`config.mk`:
```
export PLATFORM = sky130hd
export DESIGN_NAME = fixed_frame_xor_parser_top_flat
export DESIGN_NICKNAME = d
export VERILOG_FILES = /design/src/rtl/core/ffxp_pkg.sv /design/src/rtl/core/ffxp_ifs.sv /design/src/rtl/core/fixed_frame_xor_parser_top.sv /design/src/flat_wrapper.sv
export VERILOG_INCLUDE_DIRS = /design/src /design/src/rtl/core
export SDC_FILE = /design/constraint.sdc
export NUM_CORES = 1
export LEC_CHECK = 0
export BUFFER_PORTS_ARGS = -buffer_cell sky130_fd_sc_hd__buf_2
export CORE_AREA = 2 2 115 117
export CTS_CLUSTER_SIZE = 25
export DETAILED_ROUTE_END_ITERATION = 10
export DIE_AREA = 0 0 117 119
export PLACE_DENSITY = 0.62
export SETUP_SLACK_MARGIN = 0.2
export SYNTH_ARGS = -nofsm -noshare
export SYNTH_HDL_FRONTEND = slang
export SYNTH_SLANG_ARGS = --single-unit
```
`constraint.sdc`:
```
create_clock -name clock -period 3 [get_ports clock]
set_input_delay 0.45 -clock clock [delete_from_list [all_inputs] [get_ports clock]]
set_output_delay 0.45 -clock clock [all_outputs]
set_load 0.02 [all_outputs]
```
`src/rtl/core/fixed_frame_xor_parser_top_macros.svh`:
```
// Assertion macros shared by the frame parser RTL.
// Standalone header; the including module supplies clock and reset names.
`ifndef FIXED_FRAME_XOR_PARSER_TOP_MACROS_SVH
`define FIXED_FRAME_XOR_PARSER_TOP_MACROS_SVH

// Checks that the consequent holds in the same cycle as the antecedent.
`define FFXP_ASSERT_SAME(label, clk, rst, ante, cons, msg) \
   label: assert property (@(posedge clk) disable iff (rst) (ante) |-> (cons)) \
      else $error(msg);

// Checks that the consequent holds in the cycle after the antecedent.
`define FFXP_ASSERT_NEXT(label, clk, rst, ante, cons, msg) \
   label: assert property (@(posedge clk) disable iff (rst) (ante) |=> (cons)) \
      else $error(msg);

`endif

```
`src/rtl/core/ffxp_pkg.sv`:
```
// Types and constants for the fixed-length frame parser.
// No dependencies; imported by the channel interfaces and the top level.
package ffxp_pkg;

   localparam int unsigned BYTE_W      = 8;
   localparam int unsigned ERROR_W     = 16;
   localparam int unsigned POS_W       = 3;
   localparam int unsigned CSR_INDEX_W = 4;

   // Frame bytes 2 to 6 are kept; byte 7 (the checksum) is compared on arrival.
   localparam int unsigned STORE_DEPTH = 5;
   localparam int unsigned STORE_IDX_W = 3;

   localparam logic [POS_W-1:0] POS_HEADER_FIRST  = 3'd0;
   localparam logic [POS_W-1:0] POS_HEADER_SECOND = 3'd1;
   localparam logic [POS_W-1:0] POS_FIRST_PAYLOAD = 3'd2;
   localparam logic [POS_W-1:0] POS_CHECKSUM      = 3'd7;

   localparam logic [CSR_INDEX_W-1:0] REG_HEADER_FIRST  = 4'd0;
   localparam logic [CSR_INDEX_W-1:0] REG_HEADER_SECOND = 4'd1;

   localparam logic [BYTE_W-1:0] HEADER_FIRST_RESET  = 8'hAA;
   localparam logic [BYTE_W-1:0] HEADER_SECOND_RESET = 8'h55;

   // Control byte bits.
   localparam int unsigned CTRL_VALID_BIT = 0;
   localparam int unsigned CTRL_STOP_BIT  = 1;

   typedef enum logic [2:0] {
      ST_ACCEPTED     = 3'd0,
      ST_HEADER_ERR   = 3'd1,
      ST_CHECKSUM_ERR = 3'd2,
      ST_NO_MEAS      = 3'd3,
      ST_VALID        = 3'd4
   } status_type;

endpackage

```
`src/rtl/core/ffxp_ifs.sv`:
```
// Valid/ready channel interfaces of the frame parser: byte input, result
// output and register write. Depends on ffxp_pkg.
interface ffxp_req_if import ffxp_pkg::*; ();
   logic              valid;
   logic              ready;
   logic [BYTE_W-1:0] rx_byte;

   modport source (output valid, output rx_byte, input ready);
   modport sink   (input valid, input rx_byte, output ready);
endinterface

interface ffxp_rsp_if import ffxp_pkg::*; ();
   logic                      valid;
   logic                      ready;
   status_type                status;
   logic signed [ERROR_W-1:0] error_x;
   logic signed [ERROR_W-1:0] error_y;

   modport source (output valid, output status, output error_x, output error_y,
                   input ready);
   modport sink   (input valid, input status, input error_x, input error_y,
                   output ready);
endinterface

interface ffxp_csr_if import ffxp_pkg::*; ();
   logic                   valid;
   logic                   ready;
   logic [CSR_INDEX_W-1:0] reg_index;
   logic [BYTE_W-1:0]      wdata;

   modport source (output valid, output reg_index, output wdata, input ready);
   modport sink   (input valid, input reg_index, input wdata, output ready);
endinterface

```
`src/rtl/core/fixed_frame_xor_parser_top.sv`:
```
// Fixed-length frame parser with two header bytes and an XOR checksum.
// Depends on ffxp_pkg, the channel interfaces and the assertion macros.
//
// Usage: every received byte is one transaction on req_ch and yields exactly
// one result transaction on rsp_ch. Frames are eight bytes: two header bytes,
// a control byte, error X and error Y (little-endian signed 16 bit) and an
// XOR checksum over bytes 2 to 6. Bytes inside a frame report "accepted";
// the checksum byte reports checksum error, no measurement or a valid frame
// with X and Y. Wrong header bytes report a header error.
// csr_ch writes header_first (index 0) and header_second (index 1); it is
// always ready, and other indexes are ignored.
// Pipeline: a byte accepted on req_ch is captured in the input register, is
// parsed there, and its result is written to the result register that drives
// rsp_ch. Throughput is one byte per cycle while rsp_ch does not stall, set
// by the input register and the result register each taking one byte.
// When rsp_ch stalls, the result register holds and the input register
// fills; req_ch.ready then drops until the result is taken.
// Reset clears the pipeline, restores the header registers to 0xAA and 0x55
// and returns the parser to waiting for the first header byte.
`include "fixed_frame_xor_parser_top_macros.svh"

module fixed_frame_xor_parser_top import ffxp_pkg::*; (
   input logic         clock,
   input logic         reset,
   ffxp_req_if.sink    req_ch,
   ffxp_rsp_if.source  rsp_ch,
   ffxp_csr_if.sink    csr_ch
);

   logic [BYTE_W-1:0] header_first_ff;
   logic [BYTE_W-1:0] header_second_ff;

   logic              in_valid_ff, in_valid_in;
   logic [BYTE_W-1:0] in_byte_ff;
   logic [POS_W-1:0]  pos_ff, pos_in;
   logic [BYTE_W-1:0] store_ff [STORE_DEPTH];

   logic                      rsp_valid_ff, rsp_valid_in;
   status_type                rsp_status_ff, status_in;
   logic signed [ERROR_W-1:0] rsp_x_ff, x_in;
   logic signed [ERROR_W-1:0] rsp_y_ff, y_in;

   logic                   req_fire;
   logic                   out_free;
   logic                   advance;
   logic                   store_we;
   logic [STORE_IDX_W-1:0] store_idx;
   logic [BYTE_W-1:0]      checksum;
   logic [BYTE_W-1:0]      ctrl;

   // Register writes.
   assign csr_ch.ready = 1'b1;

   always_ff @(posedge clock) begin
      if (reset) begin
         header_first_ff  <= HEADER_FIRST_RESET;
         header_second_ff <= HEADER_SECOND_RESET;
      end else if (csr_ch.valid) begin
         unique case (csr_ch.reg_index)
            REG_HEADER_FIRST:  header_first_ff  <= csr_ch.wdata;
            REG_HEADER_SECOND: header_second_ff <= csr_ch.wdata;
            default: ;
         endcase
      end
   end

   // Pipeline flow control.
   assign out_free     = !rsp_valid_ff || rsp_ch.ready;
   assign advance      = in_valid_ff && out_free;
   assign req_ch.ready = !in_valid_ff || out_free;
   assign req_fire     = req_ch.valid && req_ch.ready;

   assign in_valid_in  = req_fire || (in_valid_ff && !advance);
   assign rsp_valid_in = advance || (rsp_valid_ff && !rsp_ch.ready);

   // Parsing of the byte in the input register.
   assign ctrl      = store_ff[0];
   assign checksum  = store_ff[0] ^ store_ff[1] ^ store_ff[2] ^ store_ff[3] ^ store_ff[4];
   assign store_idx = STORE_IDX_W'(pos_ff - POS_FIRST_PAYLOAD);
   assign store_we  = advance && (pos_ff >= POS_FIRST_PAYLOAD) && (pos_ff != POS_CHECKSUM);

   always_comb begin
      pos_in    = pos_ff;
      status_in = ST_ACCEPTED;
      x_in      = '0;
      y_in      = '0;
      priority if (pos_ff == POS_HEADER_FIRST) begin
         if (in_byte_ff == header_first_ff) begin
            pos_in = POS_HEADER_SECOND;
         end else begin
            status_in = ST_HEADER_ERR;
         end
      end else if (pos_ff == POS_HEADER_SECOND) begin
         if (in_byte_ff == header_second_ff) begin
            pos_in = POS_FIRST_PAYLOAD;
         end else begin
            // A repeated first header byte may be the start of the next frame.
            status_in = ST_HEADER_ERR;
            pos_in    = (in_byte_ff == header_first_ff) ? POS_HEADER_SECOND
                                                        : POS_HEADER_FIRST;
         end
      end else if (pos_ff == POS_CHECKSUM) begin
         pos_in = POS_HEADER_FIRST;
         if (checksum != in_byte_ff) begin
            status_in = ST_CHECKSUM_ERR;
         end else if (!ctrl[CTRL_VALID_BIT] || ctrl[CTRL_STOP_BIT]) begin
            status_in = ST_NO_MEAS;
         end else begin
            status_in = ST_VALID;
            x_in      = {store_ff[2], store_ff[1]};
            y_in      = {store_ff[4], store_ff[3]};
         end
      end else begin
         pos_in = pos_ff + POS_W'(1);
      end
   end

   always_ff @(posedge clock) begin
      if (reset) begin
         in_valid_ff  <= 1'b0;
         rsp_valid_ff <= 1'b0;
         pos_ff       <= POS_HEADER_FIRST;
      end else begin
         in_valid_ff  <= in_valid_in;
         rsp_valid_ff <= rsp_valid_in;
         if (advance) begin
            pos_ff <= pos_in;
         end
      end
   end

   always_ff @(posedge clock) begin
      if (req_fire) begin
         in_byte_ff <= req_ch.rx_byte;
      end
      if (advance) begin
         rsp_status_ff <= status_in;
         rsp_x_ff      <= x_in;
         rsp_y_ff      <= y_in;
      end
      if (store_we) begin
         store_ff[store_idx] <= in_byte_ff;
      end
   end

   assign rsp_ch.valid   = rsp_valid_ff;
   assign rsp_ch.status  = rsp_status_ff;
   assign rsp_ch.error_x = rsp_x_ff;
   assign rsp_ch.error_y = rsp_y_ff;

   `FFXP_ASSERT_SAME(a_errors_zero_unless_valid, clock, reset,
      rsp_valid_ff && (rsp_status_ff != ST_VALID),
      (rsp_x_ff == '0) && (rsp_y_ff == '0), "error fields set on a non-valid result")
   `FFXP_ASSERT_NEXT(a_frame_end_restarts, clock, reset,
      advance && (pos_ff == POS_CHECKSUM),
      pos_ff == POS_HEADER_FIRST, "parser did not restart after the checksum byte")
   `FFXP_ASSERT_NEXT(a_pos_holds_when_stalled, clock, reset,
      !advance, $stable(pos_ff), "byte position moved without a byte being parsed")
   `FFXP_ASSERT_NEXT(a_stalled_byte_kept, clock, reset,
      in_valid_ff && !advance,
      in_valid_ff && $stable(in_byte_ff), "stalled input byte was lost")

endmodule
```
`src/flat_wrapper.sv`:
```
// flat-port wrapper written by rule: the top's interface ports become plain ports
module fixed_frame_xor_parser_top_flat import ffxp_pkg::*;
  (clock, reset, req_ch_valid, req_ch_rx_byte, req_ch_ready, rsp_ch_valid, rsp_ch_status, rsp_ch_error_x, rsp_ch_error_y, rsp_ch_ready, csr_ch_valid, csr_ch_reg_index, csr_ch_wdata, csr_ch_ready);
  ffxp_req_if req_ch_i ();
  ffxp_rsp_if rsp_ch_i ();
  ffxp_csr_if csr_ch_i ();
  input logic clock;
  input logic reset;
  input wire logic [$bits(req_ch_i.valid)-1:0] req_ch_valid;
  input wire logic [$bits(req_ch_i.rx_byte)-1:0] req_ch_rx_byte;
  output wire logic [$bits(req_ch_i.ready)-1:0] req_ch_ready;
  output wire logic [$bits(rsp_ch_i.valid)-1:0] rsp_ch_valid;
  output wire logic [$bits(rsp_ch_i.status)-1:0] rsp_ch_status;
  output wire logic [$bits(rsp_ch_i.error_x)-1:0] rsp_ch_error_x;
  output wire logic [$bits(rsp_ch_i.error_y)-1:0] rsp_ch_error_y;
  input wire logic [$bits(rsp_ch_i.ready)-1:0] rsp_ch_ready;
  input wire logic [$bits(csr_ch_i.valid)-1:0] csr_ch_valid;
  input wire logic [$bits(csr_ch_i.reg_index)-1:0] csr_ch_reg_index;
  input wire logic [$bits(csr_ch_i.wdata)-1:0] csr_ch_wdata;
  output wire logic [$bits(csr_ch_i.ready)-1:0] csr_ch_ready;
  assign req_ch_i.valid = req_ch_valid;
  assign req_ch_i.rx_byte = req_ch_rx_byte;
  assign req_ch_ready = req_ch_i.ready;
  assign rsp_ch_valid = rsp_ch_i.valid;
  assign rsp_ch_status = rsp_ch_i.status;
  assign rsp_ch_error_x = rsp_ch_i.error_x;
  assign rsp_ch_error_y = rsp_ch_i.error_y;
  assign rsp_ch_i.ready = rsp_ch_ready;
  assign csr_ch_i.valid = csr_ch_valid;
  assign csr_ch_i.reg_index = csr_ch_reg_index;
  assign csr_ch_i.wdata = csr_ch_wdata;
  assign csr_ch_ready = csr_ch_i.ready;
  fixed_frame_xor_parser_top u_core (.clock(clock), .reset(reset), .req_ch(req_ch_i), .rsp_ch(rsp_ch_i), .csr_ch(csr_ch_i));
endmodule
```
==> results_tabular.tex, run 1 <==
\begin{tabular}{lr}
\hline
Metric & Value \\
\hline
\multicolumn{2}{l}{\textbf{Layout}} \\
Final net count & a little under 400 \\
Reg area & 2910 um2 \\
Number of diodes & 0 \\
Area of the multi-input gates & $\sim$1400 um2 \\
Area Growth Syn to Fin & 18.7\% \\
Filler cell count & roughly 1,200 \\
Share of layout cells above drive strength 1 & 24.9\% \\
\multicolumn{2}{l}{\textbf{Power}} \\
Maximum VDD drop & about 0.00027 V \\
Part of the total power dissipated in combinational logic & 4.7\% \\
Power share of the sequential group & 57.1\% \\
Switching Fraction & a little over a fifth \\
Power dissipated by switching net loads & between 600 and 700 uW \\
Internal power consumption & between 2000 and 2500 uW \\
Proportion of power drawn by the clock network & between 30\% and 40\% \\
Power per unit of standard cell area & $\sim$540 nW/um2 \\
Leakage & 0.00192 uW \\
\multicolumn{2}{l}{\textbf{Die}} \\
Placeable core region & around 13,000 um2 \\
I/O pin total & between 60 and 70 \\
Area of the die & between 10,000 and 15,000 um2 \\
Starting utilization of the core area & 33.7\% \\
Number of rows in the core area & 42 \\
Width of the die & between 100 and 150 um \\
Vert. Die Dim & between 100 and 150 um \\
\multicolumn{2}{l}{\textbf{Route}} \\
Drt first-iter violations & 137 \\
Avg WL per Cell & about 15 um \\
\# DRC & 0 \\
Total via count in the routed design & 2,402 \\
Mean number of vias per cell & roughly 4.4 \\
First-pass iteration count of the detailed router & 4 \\
Routed Antenna Nets & 0 \\
DRT Wirelength & 7930 um \\
\multicolumn{2}{l}{\textbf{Global route}} \\
Vias in the first global route & $\sim$2,400 \\
Number of antenna violations at the first check in global routing & 0 \\
Global route overflow & 0 \\
Maximum number of pins on one net before global-route repair & 31 \\
Wire length of the first global-routing pass & 12,600 um \\
Global-route usage over all layers & around an eighth \\
\multicolumn{2}{l}{\textbf{Timing}} \\
Actual slew at the worst max-slew pin & slightly below 0.6 ns \\
Setup repair after global routing missed its margin & no \\
Time the worst path needs with I/O delays and setup & 2.22 ns \\
Total count of max-transition violations in the final report & 0 \\
Setup Total Neg Slack & 0 ns \\
Setup violators final & 0 \\
Worst slew margin & approximately three fifths \\
Final hold violation count & 0 \\
Worst hold margin & $\sim$0.28 ns \\
Final Cycle Share & about three quarters \\
Upper clock frequency limit & approximately 450 MHz \\
Skew final & approximately 0.008 ns \\
\multicolumn{2}{l}{\textbf{Critical path}} \\
Crit path kind & reg2reg \\
Reg-to-reg startpoint & u\_core.in\_byte\_ff[6] \\
Critical Path AT & between 2 and 2.5 ns \\
FF-to-FF End & u\_core.rsp\_ch.error\_x[0] \\
Critical path fanouts, max & 28 \\
Category of the worst setup path capture point & flop \\
Reg2Reg Setup Slack & just under 0.8 ns \\
Number of cells traversed by the worst register-to-register path & 6 \\
Element type at the critical path start & flop \\
Req. time, crit path & 3.21 ns \\
\multicolumn{2}{l}{\textbf{Synthesis}} \\
Synthesized net count & about 320 \\
Cell area after synthesis & between 4000 and 5000 um2 \\
Share of synthesized cell area in and, or, nand and nor gates & about an eighth \\
Fraction of the mapped netlist area in adder cells & approximately 1.2\% \\
Number of warnings reported in the yosys synthesis log & 0 \\
Gate count of the mapped netlist & $\sim$290 \\
Fraction of synthesized cell area in xor and xnor cells & 12.3\% \\
Count of unique library cells instantiated by Yosys & 33 \\
Number of synthesized flops with an enable pin & 83 \\
Seq/Total Area, Yosys & about two thirds \\
Syn\_area\_per\_cell & 15.1 um2 \\
Async SR Flop Fraction & 0\% \\
Fraction of synthesized area in multiplexers & under 10\% \\
Post-synthesis sequential element count & roughly 100 \\
Fraction of the mapped netlist area in compound gates & under 10\% \\
Dominant combinational cell family by area after synthesis & simple AND/OR/NAND/NOR gates \\
Top\_reg\_cell synth & sky130\_fd\_sc\_hd\_\_edfxtp\_1 \\
\multicolumn{2}{l}{\textbf{Worst hold path}} \\
Worst min-delay path category & in2reg \\
Hold Crit Depth & 1 \\
Hold wc startpoint & req\_ch\_rx\_byte[3] \\
Endpoint of the worst hold path & u\_core.in\_byte\_ff[3] \\
\multicolumn{2}{l}{\textbf{Place}} \\
Half-perimeter wire length of the detailed placement result & 5710 um \\
Number of port buffers & between 60 and 70 \\
RD Place Congestion & approximately 0.76 \\
\multicolumn{2}{l}{\textbf{Clock network}} \\
Post-CTS Setup Inserts & 0 \\
Clock latency at the later pin of the worst-skew pair & between 0.3 and 0.4 ns \\
CTS tree & built \\
Number of levels in the clock H-tree & 3 \\
Clk root buf & sky130\_fd\_sc\_hd\_\_clkbuf\_16 \\
Number of clock sinks seen by CTS & 104 \\
Clock buffers created by TritonCTS & 9 \\
Maximum root-to-sink buffer count & 2 \\
Hold-fix buffer count after cts & 0 \\
Clock edge transition at the registers on the reported setup and hold paths & 0.07 ns \\
Count of cells resized by post-cts repair & 0 \\
\multicolumn{2}{l}{\textbf{Status}} \\
Status & finished clean \\
\multicolumn{2}{l}{\textbf{Job}} \\
Max cap viols & 0 \\
\hline
\end{tabular}
## sequential cells by signal, summed over array words and instances (netlist names)
| signal | cells |
|---|---|
| u_core.store_ff | 40 |
| u_core.rsp_ch.error_x | 16 |
| u_core.rsp_ch.error_y | 16 |
| u_core.header_first_ff | 8 |
| u_core.header_second_ff | 8 |
| u_core.in_byte_ff | 8 |
| u_core.pos_ff | 3 |
| u_core.rsp_ch.status | 3 |
| u_core.in_valid_ff | 1 |
| u_core.rsp_ch.valid | 1 |
## power by group through the flow
stage          logic (uW)  registers, uW  clock network [uW]
2_1_floorplan        60.2           1650                   0
3_3_place_gp          133           1640                   0
3_5_place_dp          134           1640                   0
4_1_cts               135           1610                1100
5_1_grt               145           1610                1150
6_report              132           1600                1070
## metal layers
layer / track usage (%) / up-vias / wire, um
li1: - / 1182 / -
met1: 16.2 / 1136 / 3750
met2: 18.7 / 75 / 3700
met3: 3.51 / 9 / 367
met4: 4.93 / 0 / 110
met5: 0 / - / 0
## how the worst max path moves through the flow
stage / end / slack, ns / from / cells after the start
2_1_floorplan: u_core.store_ff[0][0] / 0.77 / u_core.pos_ff[0] / 4
3_5_place_dp: u_core.rsp_ch.error_x[0] / 0.72 / u_core.in_byte_ff[1] / 6
4_1_cts: u_core.rsp_ch.error_x[0] / 0.72 / u_core.in_byte_ff[3] / 6
6_report: u_core.rsp_ch.error_x[0] / 0.78 / u_core.in_byte_ff[6] / 6
3_3_place_gp: u_core.rsp_ch.error_x[0] / 0.83 / u_core.in_byte_ff[3] / 6
5_1_grt: u_core.rsp_ch.error_x[0] / 0.59 / u_core.pos_ff[0] / 6
## cells in the mapped netlist (2+ instances only)
library cell,number,area share (%)
sky130_fd_sc_hd__nor2_1,14,1.2
sky130_fd_sc_hd__o21ai_0,4,0.46
sky130_fd_sc_hd__edfxtp_1,83,57
sky130_fd_sc_hd__xnor3_1,6,3.1
sky130_fd_sc_hd__and3_1,4,0.58
sky130_fd_sc_hd__nor2b_1,7,1.0
sky130_fd_sc_hd__or2_2,2,0.29
sky130_fd_sc_hd__xnor2_1,32,6.5
sky130_fd_sc_hd__nand4_1,4,0.58
sky130_fd_sc_hd__nor3_1,7,0.81
sky130_fd_sc_hd__xnor3_2,2,1.1
sky130_fd_sc_hd__and2_1,33,4.8
sky130_fd_sc_hd__a21oi_1,5,0.58
sky130_fd_sc_hd__a211o_1,8,1.6
sky130_fd_sc_hd__clkbuf_1,5,0.43
sky130_fd_sc_hd__inv_1,4,0.35
sky130_fd_sc_hd__nand2_1,4,0.35
sky130_fd_sc_hd__mux2i_1,8,1.8
sky130_fd_sc_hd__ha_1,4,1.2
sky130_fd_sc_hd__dfxtp_1,21,9.7
sky130_fd_sc_hd__nand2b_1,5,0.72
sky130_fd_sc_hd__xor2_1,8,1.6
sky130_fd_sc_hd__buf_6,3,0.78
sky130_fd_sc_hd__nor4_1,6,0.86
## logic make-up (layout without fill, tap and decap cells)
logic type,Yosys count,in the layout
muxes,8,8
xor gates and xnor gates,48,48
other,1,1
AOI/OAI and AO/OA,20,20
buffers and inverters,13,90
adders and majority gates,4,4
and+or+nand+nor,90,90
DFF,104,104
## worst max-delay path, stage by stage (launching register included)
cell	delay [ns]
sky130_fd_sc_hd__edfxtp_1	0.57
sky130_fd_sc_hd__xnor2_1	0.22
sky130_fd_sc_hd__xnor3_1	0.34
sky130_fd_sc_hd__nand4_4	0.12
sky130_fd_sc_hd__nor4_4	0.37
sky130_fd_sc_hd__buf_4	0.30
sky130_fd_sc_hd__and2_1	0.17
## area by class of cell
class,count,area share [%]
repair buffers,70,7.23
well taps,176,4.27
clock inverters,7,0.898
inverters,4,0.291
clock buffers,9,4.37
flip-flops and latches,104,56.5
multi-input cells,171,26.4
## layout by cell type, fill, tap and decap left out, drive strengths merged, types with 8 or more instances in the layout
| cell | instances |
|---|---|
| nor2 | 14 |
| and2 | 33 |
| buf | 70 |
| edfxtp | 83 |
| xnor2 | 32 |
| dfxtp | 21 |
| xor2 | 8 |
| a211o | 8 |
| mux2i | 8 |
| xnor3 | 8 |
| clkbuf | 9 |
## metrics by stage
step	setup slack, ns	cell area [um2]	utilization [%]	power (uW)	instances
floorplan	0.774	4340	-	1710	288
global placement	0.825	4880	37.9	1770	525
detailed placement	0.719	4880	37.9	1770	525
CTS	0.717	5150	40.0	2840	541
global route	0.589	5150	40.0	2900	541
finish	0.776	5150	40.0	2810	541
No activity file was read; power rests on OpenSTA's default activity.
==> run 2, diff against run 1 <==
- ABC_AREA: unset -> 1
- CORE_AREA: 2 2 115 117 -> 2 2 119 121
- DIE_AREA: 0 0 117 119 -> 0 0 121 123
- clock period: 3 -> 2.25 ns (I/O delays scaled with it)
==> results_tabular.tex, run 2 <==
\begin{tabular}{lr}
\hline
Metric & Value \\
\hline
\multicolumn{2}{l}{\textbf{Synthesis}} \\
Async SR Flop Fraction & 0\% (unchanged) \\
Syn\_area\_per\_cell & 9.78 um2 (-35\%) \\
Proportion of netlist area held by the largest area contributor & 53.6\% (-3.7 points) \\
Ranking of synthesized cells by area & sky130\_fd\_sc\_hd\_\_edfxtp\_1 (54\%), sky130\_fd\_sc\_hd\_\_nand2\_1 (10\%), sky130\_fd\_sc\_hd\_\_dfxtp\_1 (9.0\%) \\
Top\_reg\_cell synth & sky130\_fd\_sc\_hd\_\_edfxtp\_1 \\
Post-synthesis sequential element count & 104 (unchanged) \\
Gate count of the mapped netlist & 475 (+65\%) \\
Number of warnings reported in the yosys synthesis log & 0 (unchanged) \\
Number of synthesized flops with an enable pin & 83 (unchanged) \\
Area leader, netlist & sky130\_fd\_sc\_hd\_\_edfxtp\_1 \\
Seq/Total Area, Yosys & 62.7\% (-4.4 points) \\
Cell area after synthesis & 4650 um2 (+7.0\%) \\
Leading post-synthesis cells by instance count & sky130\_fd\_sc\_hd\_\_nand2\_1 (126), sky130\_fd\_sc\_hd\_\_edfxtp\_1 (83), sky130\_fd\_sc\_hd\_\_inv\_1 (75) \\
Synthesized net count & 504 (+59\%) \\
Most frequent cell after synthesis & sky130\_fd\_sc\_hd\_\_nand2\_1 \\
Count of unique library cells instantiated by Yosys & 25 (-24\%) \\
\multicolumn{2}{l}{\textbf{Power}} \\
Power per unit of standard cell area & 669 nW/um2 (+23\%) \\
Maximum VDD drop & 0.000530 V (+100\%) \\
Leakage & 0.00251 uW (+31\%) \\
\multicolumn{2}{l}{\textbf{Critical path}} \\
Category of the worst setup path capture point & flop \\
Crit path buffers/inverters & 2 (+1) \\
Element type at the critical path start & flop \\
Crit path kind & reg2reg \\
Largest stage delay, worst path & 0.36 ns (-0.21 ns) \\
Origin of the worst setup path & u\_core.pos\_ff[0] \\
Worst-path cell chain & ha\_1 > ha\_1 > inv\_1 > nand2\_1 > nor3\_1 > buf\_4 \\
Critical Path AT & 1.96 ns (-0.47 ns) \\
Cell family with most CP delay & simple AND/OR/NAND/NOR gates \\
Req. time, crit path & 2.31 ns (-0.90 ns) \\
Capture point of the critical path & u\_core.store\_ff[1][5] \\
CP max stage cell & sky130\_fd\_sc\_hd\_\_dfxtp\_2 \\
Critical path fanouts, max & 6 (-79\%) \\
Reg2Reg Setup Slack & 0.34 ns (-0.43 ns) \\
FF-to-FF End & u\_core.store\_ff[1][5] \\
CP dominant cell by count & sky130\_fd\_sc\_hd\_\_ha\_1 \\
Number of cells traversed by the worst register-to-register path & 6 (unchanged) \\
Instance count on the critical path & 6 (unchanged) \\
Reg-to-reg startpoint & u\_core.pos\_ff[0] \\
\multicolumn{2}{l}{\textbf{Route}} \\
Mean number of vias per cell & 4.26 (-4.0\%) \\
Drt first-iter violations & 261 (+91\%) \\
\# DRC & 0 (unchanged) \\
First-pass iteration count of the detailed router & 4 (unchanged) \\
Total via count in the routed design & 3,181 (+32\%) \\
Avg WL per Cell & 12.2 um (-16\%) \\
Routed Antenna Nets & 0 (unchanged) \\
DRT Wirelength & 9130 um (+15\%) \\
\multicolumn{2}{l}{\textbf{Clock network}} \\
Clk root buf & sky130\_fd\_sc\_hd\_\_clkbuf\_16 \\
Clock edge transition at the registers on the reported setup and hold paths & 0.06 ns (about the same) \\
Clock latency at the later pin of the worst-skew pair & 0.35 ns (about the same) \\
Number of levels in the clock H-tree & 3 (unchanged) \\
Number of clock sinks seen by CTS & 104 (unchanged) \\
Maximum root-to-sink buffer count & 2 (unchanged) \\
Clock buffers created by TritonCTS & 9 (unchanged) \\
CTS tree & built \\
\multicolumn{2}{l}{\textbf{Die}} \\
Area of the die & 14,900 um2 (+6.9\%) \\
I/O pin total & 63 (unchanged) \\
Placeable core region & 13,600 um2 (+5.7\%) \\
Vert. Die Dim & 123 um (+3.4\%) \\
Number of rows in the core area & 43 (+2.4\%) \\
Starting utilization of the core area & 34.1\% (+0.40 points) \\
Width of the die & 121 um (+3.4\%) \\
\multicolumn{2}{l}{\textbf{Layout}} \\
Final net count & 591 (+52\%) \\
Top register by number of flip-flops & u\_core.store\_ff \\
Flip-flop count of the largest register, all copies and words added & 40 (unchanged) \\
Share of layout cells above drive strength 1 & 19.6\% (-5.3 points) \\
Most common cell after layout, fill and taps aside & sky130\_fd\_sc\_hd\_\_nand2\_1 \\
Number of diodes & 0 (unchanged) \\
Commonest non-fill, non-tap cells in the layout & sky130\_fd\_sc\_hd\_\_nand2\_1 (126), sky130\_fd\_sc\_hd\_\_edfxtp\_1 (83), sky130\_fd\_sc\_hd\_\_inv\_1 (75), sky130\_fd\_sc\_hd\_\_nor2\_1 (64), sky130\_fd\_sc\_hd\_\_buf\_2 (61) \\
Area Growth Syn to Fin & 20.1\% \\
\multicolumn{2}{l}{\textbf{Timing}} \\
Worst Slack Setup Final & 0.345 ns (-0.431 ns) \\
Final hold violation count & 0 (unchanged) \\
Setup violators final & 0 (unchanged) \\
Setup repair after global routing missed its margin & no \\
Setup Total Neg Slack & 0 ns (unchanged) \\
Worst hold margin & 0.163 ns (-0.119 ns) \\
Upper clock frequency limit & 525 MHz (+17\%) \\
Total count of max-transition violations in the final report & 0 (unchanged) \\
Final Cycle Share & 84.7\% (+11 points) \\
Time the worst path needs with I/O delays and setup & 1.91 ns (-0.319 ns) \\
Skew final & 0.00397 ns (-0.00410 ns) \\
\multicolumn{2}{l}{\textbf{Global route}} \\
Global route overflow & 0 (unchanged) \\
Wire length of the first global-routing pass & 14,900 um (+19\%) \\
Number of antenna violations at the first check in global routing & 0 (unchanged) \\
Maximum number of pins on one net before global-route repair & 30 (-3.2\%) \\
Vias in the first global route & 3,042 (+26\%) \\
Global-route usage over all layers & 13.3\% (+1.1 points) \\
\multicolumn{2}{l}{\textbf{Place}} \\
RD Place Congestion & 0.835 (+9.8\%) \\
Half-perimeter wire length of the detailed placement result & 6850 um (+20\%) \\
Number of port buffers & 61 (unchanged) \\
Setup slack at placement & 0.0784 ns (-0.640 ns) \\
\multicolumn{2}{l}{\textbf{Worst hold path}} \\
Hold wc startpoint & req\_ch\_rx\_byte[0] \\
Worst min-delay path category & in2reg \\
\multicolumn{2}{l}{\textbf{Job}} \\
Max cap viols & 0 (unchanged) \\
\multicolumn{2}{l}{\textbf{Status}} \\
Status & finished clean \\
\hline
\end{tabular}
## run 2: cell types whose count changed in the layout (fill, tap and decap cells not counted), sizes merged, moves of 12 or more
cell   delta
xnor2    -18
and2     -33
buf      +12
nand3    +23
nand2   +122
nor2     +62
inv      +69
## run 2: stage by stage
step	area, um2	utilization [%]	total power (uW)	instances
floorplan	4650	-	2290	475
global placement	5250	38.6	2380	724
detailed placement	5250	38.6	2380	724
CTS	5520	40.5	3780	739
global route	5580	41.0	3870	746
finish	5580	41.0	3730	746
## run 2: power breakdown
group	switching (uW)	total (uW)	internal [uW]
clock	643	1390	743
combinational	130	209	78.9
sequential	25.3	2140	2110
total	798	3730	2930
## run 2: cells by family (layout without fill, tap and decap cells)
family                     count (synthesis)  count (layout)  share of synthesized area (%)
and+or+nand+nor                          239             239                           21.7
DFF                                      104             104                           62.7
buffers and inverters                     81             172                           7.11
xor gates and xnor gates                  27              27                           5.09
AOI/OAI and AO/OA                         19              19                           2.21
adders and majority gates                  4               4                           1.08
other                                      1               1                         0.0807
## run 2: repair_timing
item | in CTS | in global routing
setup buffers | 0 | 7
hold endpoints to repair | 0 | 0
hold buffers | 0 | 0
gates resized for setup | 1 | 4
cloned | 0 | 0
setup endpoints to repair | 5 | 41
## run 2: layer usage
layer | up-vias | share of wire (%) | GRT usage (%)
met1 | 1404 | 49 | 17.5
met2 | 93 | 45 | 20.9
met5 | - | 0 | 0
li1 | 1675 | - | -
met3 | 9 | 5.1 | 4.06
met4 | 0 | 1.2 | 4.80
## run 2: how the worst min path moves through the flow
stage                      endpoint  slack, ns  cells after the start
5_1_grt        u_core.in_byte_ff[0]       0.15                      1
3_3_place_gp    u_core.rsp_ch.valid       0.46                      2
4_1_cts        u_core.in_byte_ff[0]       0.14                      1
2_1_floorplan  u_core.in_byte_ff[0]       0.44                      0
6_report       u_core.in_byte_ff[0]       0.16                      1
3_5_place_dp    u_core.rsp_ch.valid       0.47                      2
## run 2: area by class of cell
class,count,area (um2)
Clock buffer,12,236
Clock inverter,3,20.0
Fill cell,1314,8030
Inverter,75,282
Multi-Input combinational cell,290,1420
Sequential cell,104,2910
Tap cell,180,225
Timing Repair Buffer,82,479
## run 2: worst reg2reg max path: cells and delay by family (launching register included)
family	cells	cell delay (ns)
AND/OR/NAND/NOR	2	0.46
adder cells (fa/ha/maj)	2	0.43
buffers and inverters	2	0.35
flip-flops	1	0.36
==> run 3, diff against run 2 <==
- ABC_AREA: 1 -> 0
- CORE_AREA: 2 2 119 121 -> 2 2 115 117
- DIE_AREA: 0 0 121 123 -> 0 0 117 119
- PLACE_DENSITY: 0.62 -> 0.64
- clock period: 2.25 -> 1.73 ns (I/O delays scaled with it)
==> results_tabular.tex, run 3 (synthesis gave the netlist of run 1 again) <==
\begin{tabular}{lr}
\hline
Metric & Value \\
\hline
\multicolumn{2}{l}{\textbf{Status}} \\
Status & finished with violations \\
Violations in the final reports & setup timing \\
\multicolumn{2}{l}{\textbf{Timing}} \\
Upper clock frequency limit & 513 MHz (-2.3\%) \\
Worst hold margin & 0.0871 ns (-0.0757 ns) \\
Worst Slack Setup Final & -0.221 ns (-0.565 ns) \\
Setup repair after global routing missed its margin & yes \\
Skew final & 0.00946 ns (+0.00549 ns) \\
Final Cycle Share & 113\% (+28 points) \\
Total count of max-transition violations in the final report & 0 (unchanged) \\
Final hold violation count & 0 (unchanged) \\
Time the worst path needs with I/O delays and setup & 1.95 ns (+0.0452 ns) \\
Setup violators final & 36 (+36) \\
Setup Total Neg Slack & -6.74 ns (-6.74 ns) \\
\multicolumn{2}{l}{\textbf{Die}} \\
Number of rows in the core area & 42 (-2.3\%) \\
Area of the die & 13,900 um2 (-6.5\%) \\
Placeable core region & 12,900 um2 (-5.4\%) \\
I/O pin total & 63 (unchanged) \\
Width of the die & 117 um (-3.3\%) \\
Vert. Die Dim & 119 um (-3.3\%) \\
Starting utilization of the core area & 33.7\% (-0.40 points) \\
\multicolumn{2}{l}{\textbf{Layout}} \\
Flip-flop count of the largest register, all copies and words added & 40 (unchanged) \\
Final net count & 431 (-27\%) \\
Top register by number of flip-flops & u\_core.store\_ff \\
Area Growth Syn to Fin & 34.4\% \\
Cell Count, Final, Fillers Out & 582 (-22\%) \\
Fin util & 45.3\% (+4.3 points) \\
Most common cell after layout, fill and taps aside & sky130\_fd\_sc\_hd\_\_edfxtp\_1 \\
Number of diodes & 0 (unchanged) \\
Commonest non-fill, non-tap cells in the layout & sky130\_fd\_sc\_hd\_\_edfxtp\_1 (83), sky130\_fd\_sc\_hd\_\_buf\_2 (61), sky130\_fd\_sc\_hd\_\_buf\_4 (34), sky130\_fd\_sc\_hd\_\_and2\_1 (33), sky130\_fd\_sc\_hd\_\_xnor2\_1 (23) \\
Share of layout cells above drive strength 1 & 40.4\% (+21 points) \\
\multicolumn{2}{l}{\textbf{Critical path}} \\
Category of the worst setup path capture point & flop \\
Req. time, crit path & 1.94 ns (-0.37 ns) \\
Critical Path AT & 2.17 ns (+0.21 ns) \\
Critical path fanouts, max & 32 (+26) \\
Crit path kind & reg2reg \\
Element type at the critical path start & flop \\
\multicolumn{2}{l}{\textbf{Power}} \\
Leakage & 0.00221 uW (-12\%) \\
Power per unit of standard cell area & 868 nW/um2 (+30\%) \\
Maximum VDD drop & 0.000607 V (+14\%) \\
\multicolumn{2}{l}{\textbf{Route}} \\
\# DRC & 0 (unchanged) \\
Mean number of vias per cell & 4.38 (+2.7\%) \\
Drt first-iter violations & 137 (-48\%) \\
Total via count in the routed design & 2,548 (-20\%) \\
DRT Wirelength & 8680 um (-4.9\%) \\
First-pass iteration count of the detailed router & 4 (unchanged) \\
Routed Antenna Nets & 0 (unchanged) \\
Avg WL per Cell & 14.9 um (+22\%) \\
\multicolumn{2}{l}{\textbf{Global route}} \\
Global route overflow & 0 (unchanged) \\
Maximum number of pins on one net before global-route repair & 33 (+10\%) \\
Global-route usage over all layers & 13.4\% (+0.076 points) \\
Vias in the first global route & 2,697 (-11\%) \\
Wire length of the first global-routing pass & 13,800 um (-7.3\%) \\
Number of antenna violations at the first check in global routing & 0 (unchanged) \\
\multicolumn{2}{l}{\textbf{Clock network}} \\
CTS tree & built \\
Number of levels in the clock H-tree & 3 (unchanged) \\
Clock edge transition at the registers on the reported setup and hold paths & 0.07 ns (about the same) \\
Maximum root-to-sink buffer count & 2 (unchanged) \\
Number of clock sinks seen by CTS & 104 (unchanged) \\
Clock latency at the later pin of the worst-skew pair & 0.35 ns (about the same) \\
Hold-fix buffer count after cts & 0 (unchanged) \\
Clock buffers created by TritonCTS & 9 (unchanged) \\
Clk root buf & sky130\_fd\_sc\_hd\_\_clkbuf\_16 \\
\multicolumn{2}{l}{\textbf{Place}} \\
Number of cells after detailed placement & 559 (-23\%) \\
Setup slack at placement & -0.326 ns (-0.404 ns) \\
Half-perimeter wire length of the detailed placement result & 6210 um (-9.3\%) \\
RD Place Congestion & 0.808 (-3.2\%) \\
Number of port buffers & 61 (unchanged) \\
\multicolumn{2}{l}{\textbf{Job}} \\
Max cap viols & 0 (unchanged) \\
\multicolumn{2}{l}{\textbf{Worst hold path}} \\
Worst min-delay path category & in2reg \\
\hline
\end{tabular}
## run 3: cell count changes in the layout (fill, tap and decap cells not counted), sizes merged, moves of 23 or more
cell   previous run  this run
nand2           126         4
buf              82       112
nor2             76        14
and2              0        33
inv              75         5
nand3            23         0
## run 3: through the flow
step	power, uW	area (um2)
3_3_place_gp	3090	5330
6_report	5070	5840
5_1_grt	5250	5840
2_1_floorplan	2980	4520
4_1_cts	5110	5770
3_5_place_dp	3100	5330
## run 3: cell type report
| type | count | area, um2 |
|---|---|---|
| Timing Repair Buffer | 112 | 796 |
| Fill cell | 1153 | 7040 |
| Tap cell | 176 | 220 |
| Multi-Input combinational cell | 171 | 1600 |
| Clock inverter | 4 | 52.6 |
| Inverter | 4 | 18.8 |
| Sequential cell | 104 | 2920 |
| Clock buffer | 11 | 233 |
## run 3: metal layers
layer | GRT usage (%) | wire length, um | up-vias
met1 | 16.0 | 3780 | 1218
met2 | 23.1 | 4430 | 61
met5 | 0 | 0 | -
met3 | 4.02 | 366 | 9
li1 | - | - | 1260
met4 | 3.97 | 99 | 0
## run 3: where the power goes
group / total [uW] / leakage (uW) / internal, uW / switching (uW)
Sequential: 2770 / 0.000946 / 2740 / 25.8
Clock: 1990 / 0.000140 / 1120 / 870
Combinational: 307 / 0.00113 / 134 / 174
Total: 5070 / 0.00221 / 4000 / 1070
## run 3: final timing paths
check | startpoint | slack, ns | cells past startpoint | to
worst max register to register | u_core.in_byte_ff[0] | -0.22 | 6 | u_core.rsp_ch.error_y[11]
worst min register to register | u_core.header_second_ff[0] | 0.50 | 1 | u_core.header_second_ff[0]
worst max-delay path | u_core.in_byte_ff[0] | -0.22 | 6 | u_core.rsp_ch.error_y[11]
worst min-delay path | req_ch_rx_byte[2] | 0.09 | 1 | u_core.in_byte_ff[2]
## run 3: repair_timing
action | 4_1_cts | 5_1_grt
buffers inserted | 5 | 3
endpoints found under the hold margin | 0 | 0
setup endpoints to repair | 77 | 77
pin swaps | 10 | 8
gates resized for setup | 24 | 10
## run 3: worst max-delay path, stage by stage (launching register included)
cell,delay [ns]
sky130_fd_sc_hd__edfxtp_1,0.43
sky130_fd_sc_hd__xnor2_1,0.15
sky130_fd_sc_hd__xnor3_1,0.42
sky130_fd_sc_hd__nand4_4,0.14
sky130_fd_sc_hd__nor4_4,0.32
sky130_fd_sc_hd__buf_12,0.20
sky130_fd_sc_hd__and2_1,0.15
